## src/hw/rtl/swpl_pkg.sv

```systemverilog
`default_nettype none

package swpl_pkg;

    // default sizes of the exchange
    localparam int COMMAND_BITS_DEF  = 8;
    localparam int RESPONSE_BITS_DEF = 32;

    // register reset values
    localparam logic [7:0]  UNIT_TICKS_RST    = 8'd16;
    localparam logic [15:0] TIMEOUT_TICKS_RST = 16'd400;

    // register indexes (paddr[2])
    localparam logic REG_UNIT_TICKS    = 1'b0;
    localparam logic REG_TIMEOUT_TICKS = 1'b1;

    typedef enum logic [2:0] {
        PH_IDLE      = 3'd0,
        PH_TX_LOW    = 3'd1,
        PH_TX_HIGH   = 3'd2,
        PH_STOP      = 3'd3,
        PH_WAIT_FALL = 3'd4,
        PH_DELAY     = 3'd5,
        PH_WAIT_RISE = 3'd6
    } phase_t;

    // one result transfer
    typedef struct packed {
        logic        drive_low;
        logic        busy_res;
        logic        done_res;
        logic        timed_out;
        logic [31:0] response;
        logic [5:0]  bits_received;
    } swpl_result_t;

endpackage

`default_nettype wire

```

## src/hw/rtl/swpl_seq.sv

```systemverilog
`default_nettype none

module swpl_seq #(
    parameter int COMMAND_BITS  = swpl_pkg::COMMAND_BITS_DEF,
    parameter int RESPONSE_BITS = swpl_pkg::RESPONSE_BITS_DEF
) (
    input  wire                   aclk,
    input  wire                   aresetn,
    input  wire                   step_en,
    input  wire                   start_req,
    input  wire  [7:0]            command_byte,
    input  wire                   line_in,
    input  wire  [7:0]            unit_ticks,
    input  wire  [15:0]           timeout_ticks,
    output swpl_pkg::swpl_result_t result
);

    localparam int BLW = $clog2(COMMAND_BITS + 1);
    localparam int CW  = $clog2(RESPONSE_BITS + 1);

    swpl_pkg::phase_t         phase_reg, phase_next;
    logic [COMMAND_BITS-1:0]  tx_shift_reg, tx_shift_next;
    logic [BLW-1:0]           bit_left_reg, bit_left_next;
    logic [7:0]               unit_count_reg, unit_count_next;
    logic [1:0]               units_left_reg, units_left_next;
    logic [15:0]              wait_count_reg, wait_count_next;
    logic [RESPONSE_BITS-1:0] rx_data_reg, rx_data_next;
    logic [CW-1:0]            rx_count_reg, rx_count_next;
    logic                     rx_to_reg, rx_to_next;

    // timed segment helpers
    logic [7:0]              uc_inc;
    logic                    unit_wrap;
    logic [1:0]              ul_dec;
    logic                    seg_done;
    // edge wait helpers
    logic [15:0]             wc_inc;
    logic                    wait_expired;
    logic [COMMAND_BITS-1:0] tx_load;
    logic [COMMAND_BITS-1:0] tx_shifted;
    logic [BLW-1:0]          bl_dec;
    logic [CW-1:0]           rxc_inc;
    logic                    done;
    logic [63:0]             rx_ext;
    logic [6:0]              cnt_ext;

    assign uc_inc       = unit_count_reg + 8'd1;
    assign unit_wrap    = (uc_inc >= unit_ticks) || (uc_inc == 8'd0);
    assign ul_dec       = units_left_reg - {1'b0, (units_left_reg != 2'd0)};
    assign seg_done     = unit_wrap && (ul_dec == 2'd0);
    assign wc_inc       = (wait_count_reg != 16'hFFFF) ? wait_count_reg + 16'd1
                                                       : wait_count_reg;
    assign wait_expired = (wc_inc >= timeout_ticks) || (timeout_ticks == 16'd0);
    assign tx_load      = COMMAND_BITS'(command_byte);
    assign tx_shifted   = tx_shift_reg << 1;
    assign bl_dec       = bit_left_reg - BLW'(bit_left_reg != '0);
    assign rxc_inc      = rx_count_reg + CW'(1);

    always_comb begin
        phase_next      = phase_reg;
        tx_shift_next   = tx_shift_reg;
        bit_left_next   = bit_left_reg;
        unit_count_next = unit_count_reg;
        units_left_next = units_left_reg;
        wait_count_next = wait_count_reg;
        rx_data_next    = rx_data_reg;
        rx_count_next   = rx_count_reg;
        rx_to_next      = rx_to_reg;
        done            = 1'b0;

        // tick of a timed segment
        if ((phase_reg == swpl_pkg::PH_TX_LOW) || (phase_reg == swpl_pkg::PH_TX_HIGH) ||
            (phase_reg == swpl_pkg::PH_STOP) || (phase_reg == swpl_pkg::PH_DELAY)) begin
            if (unit_wrap) begin
                unit_count_next = 8'd0;
                units_left_next = ul_dec;
            end else begin
                unit_count_next = uc_inc;
            end
        end

        case (phase_reg)
            swpl_pkg::PH_IDLE: begin
                if (start_req) begin
                    tx_shift_next   = tx_load;
                    bit_left_next   = BLW'(COMMAND_BITS);
                    rx_data_next    = '0;
                    rx_count_next   = '0;
                    rx_to_next      = 1'b0;
                    wait_count_next = 16'd0;
                    phase_next      = swpl_pkg::PH_TX_LOW;
                    units_left_next = tx_load[COMMAND_BITS-1] ? 2'd1 : 2'd3;
                    unit_count_next = 8'd0;
                end
            end
            swpl_pkg::PH_TX_LOW: begin
                if (seg_done) begin
                    phase_next      = swpl_pkg::PH_TX_HIGH;
                    units_left_next = tx_shift_reg[COMMAND_BITS-1] ? 2'd3 : 2'd1;
                    unit_count_next = 8'd0;
                end
            end
            swpl_pkg::PH_TX_HIGH: begin
                if (seg_done) begin
                    bit_left_next   = bl_dec;
                    tx_shift_next   = tx_shifted;
                    unit_count_next = 8'd0;
                    if (bl_dec == '0) begin
                        phase_next      = swpl_pkg::PH_STOP;
                        units_left_next = 2'd1;
                    end else begin
                        phase_next      = swpl_pkg::PH_TX_LOW;
                        units_left_next = tx_shifted[COMMAND_BITS-1] ? 2'd1 : 2'd3;
                    end
                end
            end
            swpl_pkg::PH_STOP: begin
                if (seg_done) begin
                    phase_next      = swpl_pkg::PH_WAIT_FALL;
                    wait_count_next = 16'd0;
                end
            end
            swpl_pkg::PH_WAIT_FALL: begin
                if (!line_in) begin
                    phase_next      = swpl_pkg::PH_DELAY;
                    units_left_next = 2'd2;
                    unit_count_next = 8'd0;
                end else begin
                    wait_count_next = wc_inc;
                    if (wait_expired) begin
                        rx_to_next = 1'b1;
                        done       = 1'b1;
                    end
                end
            end
            swpl_pkg::PH_DELAY: begin
                if (seg_done) begin
                    if (rx_count_reg < CW'(RESPONSE_BITS)) begin
                        for (int i = 0; i < RESPONSE_BITS; i++) begin
                            if (i == RESPONSE_BITS - 1 - int'(rx_count_reg)) begin
                                rx_data_next[i] = rx_data_reg[i] | line_in;
                            end
                        end
                        rx_count_next = rxc_inc;
                    end
                    if (rx_count_next >= CW'(RESPONSE_BITS)) begin
                        done = 1'b1;
                    end else begin
                        phase_next      = swpl_pkg::PH_WAIT_RISE;
                        wait_count_next = 16'd0;
                    end
                end
            end
            swpl_pkg::PH_WAIT_RISE: begin
                if (line_in) begin
                    phase_next      = swpl_pkg::PH_WAIT_FALL;
                    wait_count_next = 16'd0;
                end else begin
                    wait_count_next = wc_inc;
                    if (wait_expired) begin
                        rx_to_next = 1'b1;
                        done       = 1'b1;
                    end
                end
            end
            default: begin
                phase_next = swpl_pkg::PH_IDLE;
            end
        endcase

        if (done) begin
            phase_next = swpl_pkg::PH_IDLE;
        end
    end

    always_ff @(posedge aclk) begin
        if (!aresetn) begin
            phase_reg      <= swpl_pkg::PH_IDLE;
            tx_shift_reg   <= '0;
            bit_left_reg   <= '0;
            unit_count_reg <= 8'd0;
            units_left_reg <= 2'd0;
            wait_count_reg <= 16'd0;
            rx_data_reg    <= '0;
            rx_count_reg   <= '0;
            rx_to_reg      <= 1'b0;
        end else if (step_en) begin
            phase_reg      <= phase_next;
            tx_shift_reg   <= tx_shift_next;
            bit_left_reg   <= bit_left_next;
            unit_count_reg <= unit_count_next;
            units_left_reg <= units_left_next;
            wait_count_reg <= wait_count_next;
            rx_data_reg    <= rx_data_next;
            rx_count_reg   <= rx_count_next;
            rx_to_reg      <= rx_to_next;
        end
    end

    assign rx_ext  = 64'(rx_data_next);
    assign cnt_ext = 7'(rx_count_next);

    always_comb begin
        result.drive_low     = (phase_reg == swpl_pkg::PH_TX_LOW) ||
                               (phase_reg == swpl_pkg::PH_STOP);
        result.busy_res      = (phase_next != swpl_pkg::PH_IDLE);
        result.done_res      = done;
        result.timed_out     = done & rx_to_next;
        result.response      = rx_ext[31:0];
        result.bits_received = cnt_ext[5:0];
    end

endmodule

`default_nettype wire

```

## src/hw/rtl/single_wire_pulse_link_master.sv

```systemverilog
// Master side of a single-wire pulse-width link.
// Input channel (s_*): one transfer per clock tick of the link sequencer,
//   carrying start_req, command_byte and the sampled line level line_in.
// Result channel (m_*): exactly one transfer per input transfer, giving the
//   line drive for that tick, busy/done/timed_out status, the response bits
//   received so far and their count.
// Latency: a result is presented in the cycle after its input is taken.
// Throughput: one item per cycle while not stalled; the sequencer step is a
//   single pass of logic between the state registers and the result register.
// Stall: the result register holds while m_ready is low; s_ready drops only
//   while a result is held and not being taken, so no tick is lost.
// Reset (aresetn low, synchronous): sequencer idle, response and count zero,
//   no result pending, unit_ticks = 16, timeout_ticks = 400.
// Config: APB write at byte 0 (unit_ticks) or 4 (timeout_ticks); write only
//   while no result is outstanding.
`default_nettype none

module single_wire_pulse_link_master #(
    parameter int COMMAND_BITS  = swpl_pkg::COMMAND_BITS_DEF,
    parameter int RESPONSE_BITS = swpl_pkg::RESPONSE_BITS_DEF
) (
    input  wire         aclk,
    input  wire         aresetn,
    // APB-style config port
    input  wire         psel,
    input  wire         penable,
    input  wire         pwrite,
    input  wire  [2:0]  paddr,
    input  wire  [31:0] pwdata,
    output logic [31:0] prdata,
    output logic        pready,
    // input channel
    input  wire         s_valid,
    output logic        s_ready,
    input  wire         s_start_req,
    input  wire  [7:0]  s_command_byte,
    input  wire         s_line_in,
    // result channel
    output logic        m_valid,
    input  wire         m_ready,
    output logic        m_drive_low,
    output logic        m_busy_res,
    output logic        m_done_res,
    output logic        m_timed_out,
    output logic [31:0] m_response,
    output logic [5:0]  m_bits_received
);

    logic [7:0]             unit_ticks_reg;
    logic [15:0]            timeout_ticks_reg;
    logic                   cfg_wr;
    logic                   s_accept;
    logic                   m_valid_reg, m_valid_next;
    swpl_pkg::swpl_result_t step_res;
    swpl_pkg::swpl_result_t res_reg;

    // config registers
    assign pready = 1'b1;
    assign cfg_wr = psel & penable & pwrite;

    always_ff @(posedge aclk) begin
        if (!aresetn) begin
            unit_ticks_reg    <= swpl_pkg::UNIT_TICKS_RST;
            timeout_ticks_reg <= swpl_pkg::TIMEOUT_TICKS_RST;
        end else if (cfg_wr) begin
            case (paddr[2])
                swpl_pkg::REG_UNIT_TICKS:    unit_ticks_reg    <= pwdata[7:0];
                swpl_pkg::REG_TIMEOUT_TICKS: timeout_ticks_reg <= pwdata[15:0];
                default: ;
            endcase
        end
    end

    always_comb begin
        case (paddr[2])
            swpl_pkg::REG_UNIT_TICKS:    prdata = {24'd0, unit_ticks_reg};
            swpl_pkg::REG_TIMEOUT_TICKS: prdata = {16'd0, timeout_ticks_reg};
            default:                     prdata = 32'd0;
        endcase
    end

    // take a tick whenever the result slot is free or being emptied
    assign s_ready  = !m_valid_reg || m_ready;
    assign s_accept = s_valid && s_ready;

    swpl_seq #(
        .COMMAND_BITS  (COMMAND_BITS),
        .RESPONSE_BITS (RESPONSE_BITS)
    ) u_seq (
        .aclk          (aclk),
        .aresetn       (aresetn),
        .step_en       (s_accept),
        .start_req     (s_start_req),
        .command_byte  (s_command_byte),
        .line_in       (s_line_in),
        .unit_ticks    (unit_ticks_reg),
        .timeout_ticks (timeout_ticks_reg),
        .result        (step_res)
    );

    // result register
    assign m_valid_next = s_accept || (m_valid_reg && !m_ready);

    always_ff @(posedge aclk) begin
        if (!aresetn) begin
            m_valid_reg <= 1'b0;
        end else begin
            m_valid_reg <= m_valid_next;
        end
    end

    always_ff @(posedge aclk) begin
        if (s_accept) begin
            res_reg <= step_res;
        end
    end

    assign m_valid         = m_valid_reg;
    assign m_drive_low     = res_reg.drive_low;
    assign m_busy_res      = res_reg.busy_res;
    assign m_done_res      = res_reg.done_res;
    assign m_timed_out     = res_reg.timed_out;
    assign m_response      = res_reg.response;
    assign m_bits_received = res_reg.bits_received;

endmodule

`default_nettype wire

```

## config.mk

```make
export PLATFORM = sky130hd
export DESIGN_NAME = single_wire_pulse_link_master
export DESIGN_NICKNAME = d
export VERILOG_FILES = /design/src/hw/rtl/swpl_pkg.sv /design/src/hw/rtl/swpl_seq.sv /design/src/hw/rtl/single_wire_pulse_link_master.sv
export SDC_FILE = /design/constraint.sdc
export NUM_CORES = 1
export LEC_CHECK = 0
export BUFFER_PORTS_ARGS = -buffer_cell sky130_fd_sc_hd__clkbuf_2
export CORE_MARGIN = 2
export CORE_UTILIZATION = 45
export DETAILED_ROUTE_END_ITERATION = 6
export PLACE_DENSITY_LB_ADDON = 0.25
export SLEW_MARGIN = 25
export SYNTH_ARGS = -nofsm -noshare
export SYNTH_HDL_FRONTEND = slang
export SYNTH_SLANG_ARGS = --single-unit
```

## constraint.sdc

```tcl
create_clock -name aclk -period 5.3 [get_ports aclk]
set_clock_uncertainty 0.05 [all_clocks]
set_input_delay 0.795 -clock aclk [delete_from_list [all_inputs] [get_ports aclk]]
set_output_delay 0.795 -clock aclk [all_outputs]
set_load 0.1 [all_outputs]
```

* After elaboration in Yosys (flattened, before gate mapping)
Index checks and enable logic that the tools add are counted.
W data, S select, Z words.
** Cells by class
- $add $sub $neg :: 6
- Order comparisons :: 4
- Equality and inequality tests :: 44
- Muxes and demuxes :: 96
- Bitwise gates (word level) :: 36
- Reduce and logical (&&, ||, !) cells :: 29
** Operators with widths (number)
- $eq A6 B32 Y1 const A :: 16
- $eq A5 B32 Y1 const A :: 8
- $eq A4 B32 Y1 const A :: 4
- $pmux W32 S2 :: 2
- $mux W16 :: 7
- $mux W32 :: 3
- $pmux W16 S5 :: 1
- $eq A3 B32 Y1 const A :: 2
- $mux W8 :: 7
- $mux W1 :: 41
- $eq A2 B32 Y1 const A :: 1
- $logic_not A32 Y1 :: 1
- $or A1 B1 Y1 :: 32
- $mux W6 :: 5
- $mux W3 :: 9
- $pmux W8 S3 :: 1
- $mux W2 :: 11
- $pmux W3 S7 :: 1
- $add A16 B1 Y16 const B :: 1
- $ge A16 B16 Y1 :: 1
- $logic_not A16 Y1 :: 1
- $ne A16 B16 Y1 const B :: 1
- $pmux W8 S2 :: 1
- $pmux W6 S2 :: 1
- other kinds (34) :: 57
** Storage, ports and cells
- Flip-flop bits (word level) :: 147
- Bits of input ports :: 52
- Word-level logic and storage cells :: 233

* Logic depth before layout (Yosys ltp)
Gate-level depths: netlist of the first run.
- Word-level depth :: 12
- Gate-level depth with buffers :: 16

* By module
From an unflattened synthesis of the first run, not the netlist that was laid out.
** Unflattened totals
- Cells, all modules :: 876
- Area total of the unflattened synthesis :: 8089.0 um2
** Modules (own cells, without submodules)
- swpl_seq :: times used 1, cells an instance 694, area each 5525.3 um2
- single_wire_pulse_link_master :: times used 1, cells an instance 182, area each 2563.7 um2

* Least setup slack after synthesis of the first run
OpenSTA, ideal clock, no wires.
- Kind :: input -> register
- Start :: input m_ready
- End :: register u_seq.rx_count_reg[5]
- Library setup time :: 128 ps
- Arrival :: 4072 ps
- Required time :: 5122 ps
- Path slack :: 1051 ps
- Stages on the path :: 7
- Path through :: nand2b_1 > nand2_1 > clkinv_1 > clkbuf_1 > nand2_1 > a22oi_1 > nor2_1
** Between the ends
- Longest elaborated chain between the ends :: 2
** RTL lines
- from (decl) :: line single_wire_pulse_link_master.sv:40 : input wire m_ready,
- $logic_or A1 B1 Y1 :: line single_wire_pulse_link_master.sv:83 : assign s_ready = !m_valid_reg || m_ready;
- $logic_and A1 B1 Y1 :: line single_wire_pulse_link_master.sv:84 : assign s_accept = s_valid && s_ready;
- named net s_accept :: line single_wire_pulse_link_master.sv:52 : logic s_accept;
- to (signal assigned) :: line swpl_seq.sv:195 : rx_count_reg <= rx_count_next;
- to (decl) :: line swpl_seq.sv:28 : logic [CW-1:0] rx_count_reg, rx_count_next;
The timed path passes the listed nets, and every way through them passes these cells.
A chain may end at the register's enable or synchronous reset.

==> reports/metrics.cfg, run 1 <==
[cts]
clock_path_buffers=2
numCtsBuffers=17
root_buffer=clkbuf_16
post_cts_buffers=0
clkSinkCount=147
post_cts_resized=0
hold_buffers=0
h-tree-depth=4
clk_latency_ns=0.43
cts_tree=done
clk_pin_slew_ns=0.06

[sta]
setup_violations=0
fmax_mhz=249
slew_headroom=0.435
setup_tns_ns=0
worstMarginPinSlew_ns=0.846
hold_violations=0
rsz0062_at_grt=false
period_needed_ns=4.02
finalCritPeriodShare=0.759
slew_viol_final=0
hold_slack_ns=0.396

[synthesis]
synth-main-ff-cell=dfxtp_1
synth_warnings=0
synth_area_per_cell_sq_um=8.48
postSynth.asyncResetShare=0
seq_area_frac_synth=0.443
syn_area_sq_um=7590
synthDistinctLibCells=70
synth_edf_count=42
syn_inst=895
ys_seq_elements=147

[finish]
seq_area_sq_um=3360
diodes=0
layout.cells.non_filler=1197
area_delta_synth_final_pct=14.4
final_nets=1048
multi_input_comb_area_sq_um=3810
drive_gt1_frac=0.166
fill_cells=1606

[pwr]
comb_power_share=0.131
p_clk_frac=0.432
intPower_mw=1.91
power.leakage_nw=3.35
p_switching_mw=0.834
swShare=0.304
power_mw=2.75
power.density_nw_per_um2=316
vdd_ir_drop_max_v=0.000244
seqPwrFrac=0.437

[floorplanning]
dieHeight_microns=134
ioPinCount=129
floorplan.core_area_sq_um=16500
fp.dieArea_sq_um=17900
start_util=0.459
rows=47
die_w_microns=134

[grt]
overflow=0
grt_pass1_vias=5667
antenna_found_initial=0
track_usage=0.194
grt_max_degree=55
grt_pass1_wl_microns=28100

[drt]
via_per_inst=5.39
dr_total_vias=6446
drc_errors=0
ant_nets=0
routedWlPerCell_microns=14.5
first_pass_iters=6
drt-initial-drc-count=447
wirelength_microns=17400

[min_path]
hold_path.class=flip-flop to flip-flop

[job]
cap_viol_max_count=0

[placed_design]
hpwl_microns=12100
gp_congestion=0.833
port_buffers=93
place_inst=1165

[setup_path]
rrSetupSlack_ns=1.28
slowest_delay_ns=0.49
worst-path-buf-inv=0
critPathMaxFanout=7
critPathTopFamily=simple AND/OR/NAND/NOR gates
crit_chain=ha_1 -> nand2_1 -> nor3_1 -> nor2b_1 -> nor2_1 -> nand3_1 -> xnor2_1 -> ha_1 -> a22o_1 -> o41ai_1 -> a21oi_1 -> o2111a_1 -> or2_2 -> o41ai_1
cp-start-kind=flip-flop
worstSetupPathType=flip-flop to flip-flop
arrival_ns=4.30
end_kind=flip-flop
worstPathRequired_ns=5.58
crit_slowest_cell=nor2b_1

[status]
outcome=finished, final reports clean

## layer usage
| metal | track usage | vias to the layer above | wire [microns] |
|---|---|---|---|
| li1 | - | 3271 | - |
| met1 | 0.264 | 3007 | 8420 |
| met2 | 0.306 | 146 | 7980 |
| met3 | 0.0416 | 22 | 732 |
| met4 | 0.0668 | 0 | 286 |
| met5 | 0 | - | 0 |
## worst register-to-register path, delay by kind of cell (launching register included)
kind / cells / cell delay (ns)
and+or+nand+nor: 6 / 1.57
AOI/OAI and AO/OA: 5 / 1.21
adders and majority gates: 2 / 0.52
DFF: 1 / 0.43
xor gates and xnor gates: 1 / 0.15
## power by group through the flow
stage | logic [mW] | registers, mW | clock network [mW]
finish | 0.360 | 1.20 | 1.19
detailed placement | 0.360 | 1.22 | 0
global route | 0.380 | 1.20 | 1.25
floorplan | 0.190 | 1.34 | 0
CTS | 0.360 | 1.20 | 1.20
global placement | 0.359 | 1.22 | 0
## worst paths after layout
kind / startpoint / endpoint / depth (start not counted)
hold reg to reg: u_seq.rx_data_reg[28] / u_seq.rx_data_reg[28] / 2
hold / removal: u_seq.rx_data_reg[28] / u_seq.rx_data_reg[28] / 2
setup / recovery: u_seq.wait_count_reg[0] / u_seq.phase_reg[1] / 14
setup reg to reg: u_seq.wait_count_reg[0] / u_seq.phase_reg[1] / 14
## logic make-up after synthesis
group           Yosys count  share of synthesized area
mux                       8                     0.0112
simple gates            340                      0.200
flops                   147                      0.443
compound gates          244                      0.205
fa+ha+maj                32                     0.0527
other cells               2                   0.000989
xor+xnor                 20                     0.0231
buf+inv                 102                     0.0641
## area by class of cell
type | count | share of cell area
clock buffer | 18 | 0.0505
sequential | 147 | 0.387
timing repair buffer | 100 | 0.0596
tap | 220 | 0.0317
multi-input combinational | 661 | 0.439
clock inverter | 14 | 0.0164
inverter | 37 | 0.0160
## Yosys cell counts (4+ instances only)
cell type	number	share of area
nor4_1	8	0.0066
nor2b_1	7	0.0058
nand3_1	19	0.013
o21ai_1	11	0.0073
edfxtp_1	42	0.17
nor2_1	52	0.026
a211oi_1	5	0.0049
o31ai_1	11	0.011
dfxtp_1	105	0.28
o21ai_2	10	0.012
buf_4	19	0.019
a21oi_1	54	0.036
o21ai_0	83	0.055
clkbuf_1	34	0.017
a31oi_1	15	0.012
nand4_1	11	0.0091
mux2i_1	4	0.0053
and2_1	9	0.0074
a311oi_1	7	0.0081
o211ai_1	7	0.0069
xnor2_1	12	0.014
nand2b_1	9	0.0074
a22o_1	6	0.0069
nor3_1	10	0.0066
buf_2	8	0.0053
inv_1	33	0.016
mux2_2	4	0.0059
xor2_1	8	0.0092
ha_1	32	0.053
and3_1	5	0.0041
nand2_1	193	0.095
## cells in the final DEF, fill, tap and decap left out, types with 9 or more instances in the layout
| cell type | count |
|---|---|
| a21oi_1 | 52 |
| a31oi_1 | 15 |
| and2_1 | 9 |
| clkbuf_16 | 17 |
| clkbuf_2 | 93 |
| conb_1 | 17 |
| dfxtp_1 | 105 |
| edfxtp_1 | 42 |
| ha_1 | 32 |
| inv_1 | 33 |
| nand2_1 | 193 |
| nand2b_1 | 9 |
| nand3_1 | 19 |
| nand4_1 | 11 |
| nor2_1 | 52 |
| nor3_1 | 9 |
| o21ai_0 | 83 |
| o21ai_1 | 11 |
| o21ai_2 | 10 |
| o31ai_1 | 11 |
| xnor2_1 | 12 |
## stage by stage
step | utilization | cell area [sq um] | worst slack [ns]
5_1_grt | 0.526 | 8690 | 0.954
4_1_cts | 0.526 | 8680 | 0.995
2_1_floorplan | - | 7650 | 1.05
3_3_place_gp | 0.490 | 8100 | 1.15
6_report | 0.526 | 8690 | 1.28
3_5_place_dp | 0.490 | 8100 | 1.02
(Power assumes the default switching activity.)
==> run 2: changes to the inputs <==
--- a/config.mk
+++ b/config.mk
@@ -5,6 +5,7 @@
 export SDC_FILE = /design/constraint.sdc
 export NUM_CORES = 1
 export LEC_CHECK = 0
+export ABC_AREA = 1
 export BUFFER_PORTS_ARGS = -buffer_cell sky130_fd_sc_hd__clkbuf_2
 export CORE_MARGIN = 2
 export CORE_UTILIZATION = 45
==> constraint.sdc (replaced) <==
create_clock -name aclk -period 4.16 [get_ports aclk]
set_clock_uncertainty 0.05 [all_clocks]
set_input_delay 0.624 -clock aclk [delete_from_list [all_inputs] [get_ports aclk]]
set_output_delay 0.624 -clock aclk [all_outputs]
set_load 0.1 [all_outputs]
==> reports/metrics.cfg, run 2 <==
[status]
outcome=finished, final reports clean

[drt]
first_pass_iters=5
routedWlPerCell_microns=13.5
ant_nets=0
via_per_inst=5.10
wirelength_microns=19600
dr_total_vias=7401
drt-initial-drc-count=418
drc_errors=0

[floorplanning]
dieHeight_microns=140
floorplan.core_area_sq_um=18000
ioPinCount=129
start_util=0.461
die_w_microns=140
fp.dieArea_sq_um=19600
rows=49

[grt]
antenna_found_initial=0
grt_pass1_wl_microns=32500
track_usage=0.202
grt_pass1_vias=6841
overflow=0
grt_max_degree=87

[cts]
post_cts_buffers=0
root_buffer=clkbuf_16
hold_buffers=0
h-tree-depth=4
clk_pin_slew_ns=0.06
clkSinkCount=147
post_cts_resized=0
cts_tree=done
clock_path_buffers=2
clk_latency_ns=0.42
numCtsBuffers=17

[finish]
layout_commonest_cell=nand2_1
final_nets=1293
diodes=0
final_cell_mix=nand2_1, inv_1, a21oi_1, dfxtp_1, o21ai_0
area_delta_synth_final_pct=13.7
fill_cells=1779
design_area_sq_um=9440
drive_gt1_frac=0.137

[synthesis]
yosys.area.top_type=dfxtp_1
synth_warnings=0
synthDistinctLibCells=49
seq_area_frac_synth=0.405
synth_edf_count=42
syn_inst=1135
synth-main-ff-cell=dfxtp_1
postSynth.asyncResetShare=0
yosysMostFrequentCell=nand2_1
ys_seq_elements=147
synth_area_per_cell_sq_um=7.31
synth_common_cells=nand2_1, inv_1, a21oi_1
syn_area_sq_um=8300
synth.top_cell.area_share=0.253
yosys-top-cells-area=dfxtp_1, edfxtp_1, nand2_1

[setup_path]
cp-start-kind=flip-flop
worstSetupPathType=flip-flop to flip-flop
arrival_ns=3.73
worstPathRequired_ns=4.39
end_kind=flip-flop
critPathMaxFanout=12
reg2reg_depth=21

[pwr]
power.density_nw_per_um2=438
vdd_ir_drop_max_v=0.000317
power.leakage_nw=4.46
power_mw=4.14

[min_path]
worstHoldPathCells=3
hold_path.class=input pin to flip-flop

[sta]
slew_headroom=0.428
fmax_mhz=286
hold_violations=0
rsz0062_at_grt=false
finalCritPeriodShare=0.840
worstMarginPinSlew_ns=0.853
slew_viol_final=0
setup_tns_ns=0
period_needed_ns=3.49
setup_violations=0

[placed_design]
place_area_sq_um=8830
hpwl_microns=13900
gp_congestion=0.931
port_buffers=93

[job]
cap_viol_max_count=0

[run 2: critical path: stages (launching register included)]
cell and delay (ns):
dfxtp_1 0.36, ha_1 0.23, nand2_1 0.08, inv_1 0.09
nand3_1 0.08, inv_1 0.08, nand3_1 0.34, inv_1 0.25
nor2_1 0.07, a21oi_1 0.18, ha_1 0.28, a21oi_1 0.16
o21ai_0 0.09, nand2_1 0.06, nand2_1 0.04, nand2_1 0.05
nand4_1 0.17, o21ai_0 0.22, nand2_1 0.12, inv_1 0.17
nand2_1 0.10, nand3_1 0.09
[run 2: cell type report]
type                            count  area [sq um]  share of cell area
Clock buffer                       21           450              0.0477
Clock inverter                     11           155              0.0164
Inverter                          194           732              0.0775
Multi-Input combinational cell    749          3930               0.417
Sequential cell                   147          3360               0.356
Tap cell                          229           287              0.0304
Timing Repair Buffer              100           518              0.0549
[run 2: kinds of logic after synthesis]
family,synth area share
simple gates,0.225
compound gates,0.171
buf+inv,0.128
flops,0.405
fa+ha+maj,0.0482
xor+xnor,0.0148
mux,0.00723
other cells,0.000905
[run 2: stage by stage]
| step | utilization | setup WS [ns] | instances | hold WS, ns |
|---|---|---|---|---|
| floorplan | - | 0.107 | 1150 | 0.389 |
| global placement | 0.490 | 0.817 | 1419 | 0.401 |
| detailed placement | 0.490 | 0.764 | 1419 | 0.409 |
| CTS | 0.524 | 0.694 | 1451 | 0.362 |
| global route | 0.524 | 0.261 | 1451 | 0.381 |
| finish | 0.524 | 0.667 | 1451 | 0.372 |
[run 2: metal layers]
metal	GRT usage	up-vias	share of wire
met1	0.265	3359	0.47
met3	0.0430	17	0.046
met2	0.336	213	0.47
li1	-	3812	-
met4	0.0616	0	0.015
met5	0	-	0
[run 2: worst paths after layout]
| path | end | start | slack, ns |
|---|---|---|---|
| hold / removal | timeout_ticks_reg[8] | pwdata[8] | 0.37 |
| hold reg to reg | u_seq.bit_left_reg[3] | u_seq.bit_left_reg[3] | 0.42 |
| setup / recovery | m_busy_res | u_seq.wait_count_reg[0] | 0.67 |
| setup reg to reg | m_busy_res | u_seq.wait_count_reg[0] | 0.67 |
[run 2: report_power, final]
part	leakage (nW)	internal, mW	switching [mW]	total, mW
combinational	2.89	0.199	0.709	0.908
sequential	1.28	1.58	0.0601	1.64
clock	0.286	0.967	0.627	1.59
